`src/hdl/spectrum_bin_integrator_unit_assert.svh`:
```
// -----------------------------------------------------------------------------
// spectrum bin integrator assertion macros
// Shared property templates, clocked on clk_i and disabled during reset.
// -----------------------------------------------------------------------------
`ifndef SPECTRUM_BIN_INTEGRATOR_UNIT_ASSERT_SVH
`define SPECTRUM_BIN_INTEGRATOR_UNIT_ASSERT_SVH

// consequent must hold in the same cycle as the antecedent
`define SBI_ASSERT_SAME(lbl, ante, cons, msg) \
  lbl: assert property (@(posedge clk_i) disable iff (!rst_ni) (ante) |-> (cons)) \
    else $error(msg);

// consequent must hold in the cycle after the antecedent
`define SBI_ASSERT_NEXT(lbl, ante, cons, msg) \
  lbl: assert property (@(posedge clk_i) disable iff (!rst_ni) (ante) |=> (cons)) \
    else $error(msg);

`endif

```
`src/hdl/sbi_pkg.sv`:
```
// -----------------------------------------------------------------------------
// sbi_pkg
// Types and constants shared by the spectrum bin integrator modules.
// -----------------------------------------------------------------------------
package sbi_pkg;

  // bin storage
  localparam int MAX_BINS   = 64;
  localparam int BIN_W      = $clog2(MAX_BINS);
  localparam int CNT_W      = $clog2(MAX_BINS + 1);

  // field widths
  localparam int SAMPLE_W   = 24;
  localparam int SUM_W      = 48;
  localparam int OUT_IDX_W  = 6;

  // configuration port
  localparam int CFG_W      = 7;
  localparam int CFG_IDX_W  = 2;
  localparam logic [CFG_IDX_W-1:0] REG_BINS_IN_USE  = 2'd0;
  localparam logic [CFG_IDX_W-1:0] REG_NORMALIZE_ON = 2'd1;
  localparam logic [CFG_W-1:0]     BINS_RESET       = 7'd64;

  // scaling and divider
  localparam int PROD_W     = 63;
  localparam int QUO_W      = SUM_W - 1;
  localparam int DIV_CNT_W  = $clog2(QUO_W + 1);

  localparam logic [SUM_W-1:0] SUM_MAX = {1'b0, {(SUM_W-1){1'b1}}};
  localparam logic [SUM_W-1:0] SUM_MIN = {1'b1, {(SUM_W-1){1'b0}}};

  typedef struct packed {
    logic signed [SAMPLE_W-1:0] sample;
    logic                       clear_first;
  } in_item_t;

  typedef struct packed {
    logic signed [SUM_W-1:0] value;
    logic [OUT_IDX_W-1:0]    bin_index;
    logic                    last;
  } out_item_t;

  // controller to datapath
  typedef struct packed {
    logic acc_load;
    logic acc_write;
    logic out_direct;
    logic pk_rd;
    logic pk_cmp;
    logic sc_rd;
    logic sc_mul;
    logic div_start;
    logic sc_out;
  } dp_cmd_t;

  // datapath to controller
  typedef struct packed {
    logic is_last;
    logic norm_on;
    logic out_free;
    logic peak_zero;
    logic div_busy;
    logic sweep_last;
  } dp_sts_t;

  typedef enum logic [8:0] {
    S_IDLE     = 9'b000000001,
    S_ACC      = 9'b000000010,
    S_PK_RD    = 9'b000000100,
    S_PK_CMP   = 9'b000001000,
    S_SC_RD    = 9'b000010000,
    S_SC_MUL   = 9'b000100000,
    S_SC_START = 9'b001000000,
    S_SC_DIV   = 9'b010000000,
    S_SC_OUT   = 9'b100000000
  } ctrl_state_e;

endpackage

```
`src/hdl/sbi_ctrl.sv`:
```
// -----------------------------------------------------------------------------
// sbi_ctrl
// Controller: sequences accumulation, peak search and the scaled burst.
// -----------------------------------------------------------------------------
module sbi_ctrl import sbi_pkg::*; (
  input  logic    clk_i,
  input  logic    rst_ni,
  input  logic    in_valid_i,
  output logic    in_ready_o,
  input  dp_sts_t sts_i,
  output dp_cmd_t cmd_o
);

  ctrl_state_e state_q, state_d;

  always_ff @(posedge clk_i or negedge rst_ni) begin
    if (!rst_ni) begin
      state_q <= S_IDLE;
    end else begin
      state_q <= state_d;
    end
  end

  // next state and commands
  always_comb begin
    state_d = state_q;
    cmd_o   = '0;
    case (state_q)
      S_IDLE: begin
        if (in_valid_i) begin
          cmd_o.acc_load = 1'b1;
          state_d        = S_ACC;
        end
      end
      S_ACC: begin
        if (sts_i.norm_on) begin
          cmd_o.acc_write = 1'b1;
          state_d         = sts_i.is_last ? S_PK_RD : S_IDLE;
        end else if (sts_i.out_free) begin
          cmd_o.acc_write  = 1'b1;
          cmd_o.out_direct = 1'b1;
          state_d          = S_IDLE;
        end
      end
      S_PK_RD: begin
        cmd_o.pk_rd = 1'b1;
        state_d     = S_PK_CMP;
      end
      S_PK_CMP: begin
        cmd_o.pk_cmp = 1'b1;
        state_d      = sts_i.sweep_last ? S_SC_RD : S_PK_RD;
      end
      S_SC_RD: begin
        cmd_o.sc_rd = 1'b1;
        state_d     = S_SC_MUL;
      end
      S_SC_MUL: begin
        cmd_o.sc_mul = 1'b1;
        state_d      = sts_i.peak_zero ? S_SC_OUT : S_SC_START;
      end
      S_SC_START: begin
        cmd_o.div_start = 1'b1;
        state_d         = S_SC_DIV;
      end
      S_SC_DIV: begin
        if (!sts_i.div_busy) begin
          state_d = S_SC_OUT;
        end
      end
      S_SC_OUT: begin
        if (sts_i.out_free) begin
          cmd_o.sc_out = 1'b1;
          state_d      = sts_i.sweep_last ? S_IDLE : S_SC_RD;
        end
      end
      default: begin
        state_d = S_IDLE;
      end
    endcase
  end

  assign in_ready_o = state_q == S_IDLE;

endmodule

```
`config.mk`:
```
export PLATFORM = sky130hd
export DESIGN_NAME = sbi_ctrl
export DESIGN_NICKNAME = d
export VERILOG_FILES = /design/src/hdl/spectrum_bin_integrator_unit_assert.svh /design/src/hdl/sbi_pkg.sv /design/src/hdl/sbi_ctrl.sv
export SDC_FILE = /design/constraint.sdc
export NUM_CORES = 1
export LEC_CHECK = 0
export BUFFER_PORTS_ARGS = -buffer_cell sky130_fd_sc_hd__buf_4
export CORE_MARGIN = 5
export CORE_UTILIZATION = 35
export CTS_BUF_LIST = sky130_fd_sc_hd__clkbuf_16
export DETAILED_ROUTE_END_ITERATION = 8
export PLACE_DENSITY = 0.66
export SETUP_SLACK_MARGIN = 0.5
export SYNTH_ARGS = -nofsm -noshare
export SYNTH_HDL_FRONTEND = slang
export SYNTH_SLANG_ARGS = --single-unit
```
`constraint.sdc`:
```
create_clock -name clk_i -period 3.7 [get_ports clk_i]
set_input_delay 0.74 -clock clk_i [delete_from_list [all_inputs] [get_ports clk_i]]
set_output_delay 0.74 -clock clk_i [all_outputs]
set_load 0.1 [all_outputs]
```
Yosys cells after proc, flatten, opt, wreduce, memory -nomap -nowiden

Cells that the tools add are included.

Flip-flop bits (word level): 9
Memories: 0
Bits of input ports: 9
Bits in latches: 0
Bits in writable memories: 0
Word-level logic and storage cells: 38
Bits in read-only memories: 0

Div/mod/pow operators: 0
Reductions and logical operators: 1
Multiplexer cells: 23
Order comparisons: 0
Bitwise logic cells: 0
Add/sub/neg operators: 0
Shift-type cells: 0
Multipliers: 0
Equality and inequality tests: 13

Operators by type and width:

| kind                                           | count |
|---|---|
| one-hot mux 9 bit (9 select lines)             | 1 |
| 2-to-1 mux 9 bit                               | 6 |
| 2-to-1 mux 1 bit                               | 11 |
| 2-to-1 mux 5 bit                               | 2 |
| == test 9 x 1 -> 1 bit (second input constant) | 1 |
| == test 9 x 2 -> 1 bit (second input constant) | 1 |
| == test 9 x 3 -> 1 bit (second input constant) | 1 |
| == test 9 x 4 -> 1 bit (second input constant) | 1 |
| == test 9 x 5 -> 1 bit (second input constant) | 1 |
| == test 9 x 6 -> 1 bit (second input constant) | 1 |
| == test 9 x 7 -> 1 bit (second input constant) | 1 |
| == test 9 x 8 -> 1 bit (second input constant) | 1 |
| == test 9 bit (second input constant)          | 1 |
| inequality test 2 bit (second input constant)  | 3 |
| 2-to-1 mux 2 bit                               | 2 |
| AND reduction 4 bit                            | 1 |
| 2-to-1 mux 3 bit                               | 1 |
| inequality test 3 bit (second input constant)  | 1 |

Depth between registers and ports, before layout

Gate-level depths: netlist of the first run.

Depth after elaboration: 3
Depth in mapped cells: 6
Gate-level depth less buffers: 5

Worst setup path after synthesis of the first run

Ideal clock, no wire load.

Kind: flip-flop to output port
Start: reg state_q[7]
End: out cmd_o[8] in the netlist's numbering
Path buffers: 1
Arrival time: 2974 ps
Cell stages (with the launch flop): 6
Setup slack: -14 ps
Data required time: 2960 ps
Path through: dfrtp_1 buf_2 nor3_2 nand2_1 nor3_2 and2_1

RTL lines:

| item                   | RTL line       | source |
|---|---|---|
| from (decl)            | sbi_ctrl.sv:14 | `ctrl_state_e state_q, state_d;` |
| from (signal assigned) | sbi_ctrl.sv:20 | `state_q <= state_d;` |
| to (decl)              | sbi_ctrl.sv:11 | `output dp_cmd_t cmd_o` |

==> results of run 1 <==
[cell type report]
type                            instances  area [um^2]
Clock buffer                            3         75.1
Clock inverter                          1         5.00
Fill cell                             166          871
Inverter                                3         11.3
Multi-Input combinational cell         60          428
Sequential cell                         9          226
Tap cell                               25         31.3
Timing Repair Buffer                   18          135
[per-stage QoR]
| stage | instances | util [%] | setup WS [ns] |
|---|---|---|---|
| floorplan | 76 | - | 0.396 |
| global placement | 115 | 46.7 | 1.37 |
| detailed placement | 115 | 46.7 | 1.32 |
| CTS | 119 | 51.2 | 1.06 |
| global route | 119 | 51.2 | 0.973 |
| finish | 119 | 51.2 | 1.06 |
[kinds of logic (layout without fill, tap and decap cells)]
logic type      after synthesis  in the layout
compound gates               13             13
xor+xnor                      2              2
buf+inv                       7             25
flops                         9              9
simple gates                 45             45
[worst max-delay path, stage by stage (launching register included)]
cell and delay (ns):
sky130_fd_sc_hd__dfrtp_1 0.49, sky130_fd_sc_hd__nor4_4 0.46, sky130_fd_sc_hd__and3_4 0.29, sky130_fd_sc_hd__and2_1 0.13, sky130_fd_sc_hd__buf_4 0.28
[power groups by stage]
stage / sequential [mW] / combinational [mW] / clock, mW
detailed placement: 0.150 / 0.276 / 0
global route: 0.153 / 0.290 / 0.204
CTS: 0.150 / 0.277 / 0.198
finish: 0.150 / 0.274 / 0.194
floorplan: 0.119 / 0.256 / 0
global placement: 0.148 / 0.277 / 0
[path summary, 6_finish.rpt]
check / depth (start not counted) / from / slack (ns) / end
setup / recovery: 4 / state_q[4] / 1.06 / cmd_o[0]
hold / removal: 1 / rst_ni / 0.32 / state_q[1]
setup reg to reg: 5 / state_q[4] / 2.02 / state_q[8]
hold reg to reg: 1 / state_q[2] / 0.65 / state_q[3]
max in group asynchronous: 1 / rst_ni / 3.16 / state_q[0]
min in group clk_i: 1 / state_q[2] / 0.65 / state_q[3]
[placed cells by master (no fill, tap or decap)]
cell type                    n
sky130_fd_sc_hd__buf_4      18
sky130_fd_sc_hd__nor2_1      8
sky130_fd_sc_hd__dfrtp_1     8
sky130_fd_sc_hd__nand2_1     7
sky130_fd_sc_hd__nor3_2      4
sky130_fd_sc_hd__nor2b_1     4
sky130_fd_sc_hd__nand2b_1    4
sky130_fd_sc_hd__o21ai_0     4
sky130_fd_sc_hd__and4_1      3
sky130_fd_sc_hd__nand3_1     3
sky130_fd_sc_hd__inv_1       3
sky130_fd_sc_hd__and2_1      3
sky130_fd_sc_hd__clkbuf_16   3
sky130_fd_sc_hd__nor4b_2     2
sky130_fd_sc_hd__nand4b_1    2
sky130_fd_sc_hd__xor2_1      2
sky130_fd_sc_hd__o21ai_1     2
sky130_fd_sc_hd__nor3_1      1
sky130_fd_sc_hd__nor4_4      1
sky130_fd_sc_hd__and3_1      1
sky130_fd_sc_hd__nor3_4      1
sky130_fd_sc_hd__and3_4      1
sky130_fd_sc_hd__a22oi_1     1
sky130_fd_sc_hd__o31ai_1     1
sky130_fd_sc_hd__o22ai_1     1
sky130_fd_sc_hd__o211ai_1    1
sky130_fd_sc_hd__a211o_2     1
sky130_fd_sc_hd__a22oi_2     1
sky130_fd_sc_hd__a221oi_2    1
sky130_fd_sc_hd__clkinv_2    1
sky130_fd_sc_hd__dfstp_2     1
[routing by layer]
layer	track usage, %	share of wire [%]	vias up
met5	0	0	-
met4	2.55	0	0
met3	4.71	7.4	0
met2	19.0	44	20
met1	17.8	48	273
li1	-	-	313
==> results.json, run 1 <==
{
  "status": "complete, no violations",
  "overflow": 0,
  "synth_fa_ha_area_share_pct": 0,
  "finalHoldViolCount": 0,
  "drt_first_pass_iters": 4,
  "max_cap_viol_count": 0,
  "synthToLayoutAreaGrowth_pct": 35.3,
  "clk-insertion-delay-late_ns": 0.24,
  "syn-num-nets": 85,
  "placement.io_buffers": 18,
  "synth_async_sr_flop_share_pct": 100,
  "clock_path_buffers": 2,
  "cts.clk_slew.worst_paths_ns": 0.04,
  "number_of_vias_after_detailed_routing": 606,
  "pin_count": 19,
  "timing.slew.headroom_pct": 75.1,
  "route.antenna.remaining_nets": 0,
  "synth-compound-area-share_pct": 14.3,
  "grt_setup_unrepaired": "false",
  "detail_route.iter0.violations": 17,
  "synth_top_cells_by_area": "sky130_fd_sc_hd__dfrtp_1 30%, sky130_fd_sc_hd__nor3_2 5.9%, sky130_fd_sc_hd__nor2_1 4.5%, sky130_fd_sc_hd__nor4b_2 4.5%, sky130_fd_sc_hd__dfstp_2 3.9%",
  "fin_worst_hold_slack_ns": 0.321,
  "synth.top_cells.by_count": "8 x sky130_fd_sc_hd__dfrtp_1, 8 x sky130_fd_sc_hd__nor2_1, 7 x sky130_fd_sc_hd__nand2_1",
  "final_nets": 104,
  "core_um2": 1780,
  "critPathCaptureType": "output port",
  "synth-edff-count": 0,
  "critical_path_required_ns": 2.96,
  "finalSetupViolCount": 0,
  "dp_hpwl_mm": 1.23,
  "syn-instance-count": 76,
  "max_slew.worst_pin.slew_ns": 0.370,
  "clock.fmax_ghz": 0.379,
  "synthDominantAreaCellType": "sky130_fd_sc_hd__dfrtp_1",
  "timing.final.max_slew_violations": 0,
  "synth_xor_xnor_area_share_pct": 2.60,
  "period_needed_ns": 2.64,
  "final_layout_size_suffix_gt1_share_pct": 37.2,
  "place_area_um2": 832,
  "gp_congestion": 0.836,
  "cell_at_the_root_of_the_clock_tree": "sky130_fd_sc_hd__clkbuf_16",
  "cts-buffers-inserted": 3,
  "post-layout-total-power_uw": 618,
  "largest_register_ff_count": 9,
  "power.net_switching_uw": 272,
  "final.period_utilization_pct": 71.3,
  "cts.sinks": 9,
  "fp.dieArea_um2": 2900,
  "post_synth_num_cell_types": 28,
  "pwr_density_cell_nw_per_um2": 677,
  "yosysTopAreaCellShare_pct": 29.7,
  "max_fanout_on_critical_path": 9,
  "drcViolationCount": 0,
  "htree_levels": 1,
  "clock_power_share_pct": 31.4,
  "cp_data_arrival_time_ns": 1.90,
  "critPathKind": "register to output port",
  "seq_power_share_pct": 24.3,
  "pwr-share-comb_pct": 44.3,
  "post_layout_instance_area_um2": 912,
  "grt_start_max_net_pins": 10,
  "classification_of_the_worst_slack_hold_path": "primary input to asynchronous set/reset pin",
  "synthSimpleGateAreaFrac_pct": 44.9,
  "n_antenna_cell": 0,
  "largest_family_of_logic_cells_by_synthesized_area": "simple AND/OR/NAND/NOR gates",
  "timing.clock.skew_ns": 0.00111,
  "reg.largest.list": "state_q (9)",
  "global_route_wire_length_before_repair_mm": 2.69,
  "synthesis.area_um2": 674,
  "muxShareOfSynthArea_pct": 0,
  "synth_ff_type": "sky130_fd_sc_hd__dfrtp_1",
  "initial_utilization_pct": 37.8,
  "internal_power_uw": 346,
  "floorplan.die.width_um": 53.9,
  "post_cts_buffers": 0,
  "irDropWorstVdd_mv": 0.510,
  "die_y_um": 53.9,
  "cellLeakagePower_nw": 0.427,
  "cts_resized": 0,
  "setup_tns_ns": 0,
  "num_rows": 15,
  "synthesis.area_per_instance_um2": 8.87,
  "routed_via_density": 5.09,
  "route.final.wire_length_mm": 1.55,
  "startpoint_type": "register",
  "route.detailed.wl_per_inst_um": 13.0,
  "max_flop_register": "state_q",
  "synth_sequential_area_ratio_pct": 33.6,
  "grt_pass1_vias": 574,
  "antenna_found_initial": 0,
  "ffs_latches_synth": 9,
  "netSwitchingFraction_pct": 44.0,
  "grt.total_usage_pct": 12.8,
  "synth.yosys.warnings": 0,
  "cts_tree": "built",
  "post_cts_hold_buffer_count": 0
}
Note: power is estimated with default switching activity, not from simulation.
==> run 2: changes to the inputs <==
==> constraint.sdc (replaced) <==
create_clock -name clk_i -period 2.6 [get_ports clk_i]
set_input_delay 0.52 -clock clk_i [delete_from_list [all_inputs] [get_ports clk_i]]
set_output_delay 0.52 -clock clk_i [all_outputs]
set_load 0.1 [all_outputs]
==> results.json, run 2 (synthesized netlist as in run 1, its figures left out) <==
{
  "synthToLayoutAreaGrowth_pct": 92.4,
  "largest_register_ff_count": 9,
  "route.antenna.remaining_nets": 0,
  "cellLeakagePower_nw": 0.589,
  "max_slew.worst_pin.slew_ns": 0.395,
  "initial_utilization_pct": 37.8,
  "n_antenna_cell": 0,
  "cts_tree": "built",
  "pwr_density_cell_nw_per_um2": 860,
  "worst_path_largest_cell_delay_ns": 0.45,
  "placement.io_buffers": 18,
  "max_cap_viol_count": 0,
  "finalSetupViolCount": 0,
  "number_of_vias_after_detailed_routing": 764,
  "post_placement_setup_slack_ns": 0.431,
  "antenna_found_initial": 0,
  "fp.dieArea_um2": 2900,
  "final_nets": 130,
  "grt_pass1_vias": 736,
  "final.period_utilization_pct": 83.2,
  "max_fanout_on_critical_path": 5,
  "mostFrequentLayoutCells": "34 x sky130_fd_sc_hd__buf_4, 7 x sky130_fd_sc_hd__nor2_1, 7 x sky130_fd_sc_hd__buf_12",
  "dp_hpwl_mm": 1.29,
  "global_route_wire_length_before_repair_mm": 3.41,
  "timing.clock.skew_ns": 0.000442,
  "max_flop_register": "state_q",
  "classification_of_the_worst_slack_hold_path": "primary input to asynchronous set/reset pin",
  "gp_congestion": 0.859,
  "drcViolationCount": 0,
  "startpoint_type": "register",
  "wp_buf_inv": 2,
  "cp_cell_sequence": "nor3_4 > buf_4 > nand2_4 > nor4b_4 > buf_6",
  "critical-path-slowest-cell": "sky130_fd_sc_hd__dfrtp_2",
  "overflow": 0,
  "routed_via_density": 5.27,
  "timing.slew.headroom_pct": 73.6,
  "setup_tns_ns": 0,
  "pin_count": 19,
  "critical_path.top_delay_family": "simple AND/OR/NAND/NOR gates",
  "timing.final.max_slew_violations": 0,
  "route.detailed.wl_per_inst_um": 15.9,
  "floorplan.die.width_um": 53.9,
  "clock_path_buffers": 2,
  "detail_route.iter0.violations": 15,
  "status": "complete, no violations",
  "route.final.wire_length_mm": 2.30,
  "clk-insertion-delay-late_ns": 0.23,
  "post-route-util_pct": 72.8,
  "cts.clk_slew.worst_paths_ns": 0.04,
  "cts-buffers-inserted": 3,
  "cp_data_arrival_time_ns": 1.64,
  "fillerInstances": 137,
  "final_common_cell": "sky130_fd_sc_hd__buf_4",
  "finalHoldViolCount": 0,
  "clock.fmax_ghz": 0.463,
  "grt_setup_unrepaired": "true",
  "period_needed_ns": 2.16,
  "cts.sinks": 9,
  "critical_path_required_ns": 2.08,
  "htree_levels": 1,
  "finalWorstSetupSlack_ns": 0.438,
  "final_layout_size_suffix_gt1_share_pct": 64.2,
  "reg.largest.list": "state_q (9)",
  "drt_first_pass_iters": 4,
  "critPathCaptureType": "output port",
  "cell_at_the_root_of_the_clock_tree": "sky130_fd_sc_hd__clkbuf_16",
  "critPathKind": "register to output port",
  "core_um2": 1780,
  "grt_start_max_net_pins": 10,
  "irDropWorstVdd_mv": 0.905,
  "r2r_setup_slack_ns": 0.86,
  "grt.total_usage_pct": 16.6,
  "die_y_um": 53.9,
  "num_rows": 15
}
run 2: cell types whose count changed in the layout (fill, tap and decap cells not counted), sizes merged:
cell / before / now
buf: 18 / 44
clkinv: 1 / 0
inv: 3 / 4
run 2: layout make-up:
type	count	area, um^2	area share [%]
Clock inverter	1	3.75	0.289
Timing Repair Buffer	44	433	33.4
Sequential cell	9	234	18.0
Inverter	3	11.3	0.868
Clock buffer	3	75.1	5.79
Multi-Input combinational cell	60	509	39.2
Tap cell	25	31.3	2.41
run 2: where the power goes:
group	switching [mW]	leakage, nW	internal (mW)
clock network	0.0660	0.0423	0.201
registers	0.0319	0.111	0.166
logic	0.359	0.435	0.292
run 2: final timing paths:
path / start / to / cells past startpoint
max in group asynchronous: rst_ni / state_q[0] / 1
setup reg to reg: state_q[0] / state_q[0] / 6
setup / recovery: state_q[5] / cmd_o[3] / 5
hold reg to reg: state_q[6] / state_q[8] / 1
min in group clk_i: sts_i[2] / state_q[6] / 2
hold / removal: rst_ni / state_q[5] / 1
run 2: worst register-to-register path, stage by stage, from the launching register on:
cell and delay, ns:
sky130_fd_sc_hd__dfstp_2 0.59, sky130_fd_sc_hd__buf_4 0.16, sky130_fd_sc_hd__xor2_1 0.08, sky130_fd_sc_hd__o21ai_0 0.19, sky130_fd_sc_hd__nor2_1 0.08, sky130_fd_sc_hd__a211o_2 0.32, sky130_fd_sc_hd__a221oi_2 0.23
run 2: layer usage:
layer  part of all wire [%]  GRT usage, %  wire (um)
met5                      0             0          0
met4                    2.4          8.94         56
met3                    5.8          2.77        134
met2                     49          28.6       1120
met1                     43          19.4        988
run 2: timing repair:
action                                  in CTS  in global routing
pin swaps                                    7                  8
buffers inserted                            12                 14
hold buffers                                 0                  0
hold endpoints to repair                     0                  0
gates resized for setup                     32                 10
endpoints found under the setup margin      10                 10
run 2: through the flow:
step / instances / total power [mW] / hold slack, ns / instance area (um^2)
floorplan: 76 / 0.568 / 0.224 / 734
finish: 145 / 1.12 / 0.108 / 1300
global placement: 115 / 0.630 / 0.352 / 872
CTS: 131 / 1.04 / 0.109 / 1160
detailed placement: 115 / 0.629 / 0.353 / 872
global route: 145 / 1.17 / 0.111 / 1300
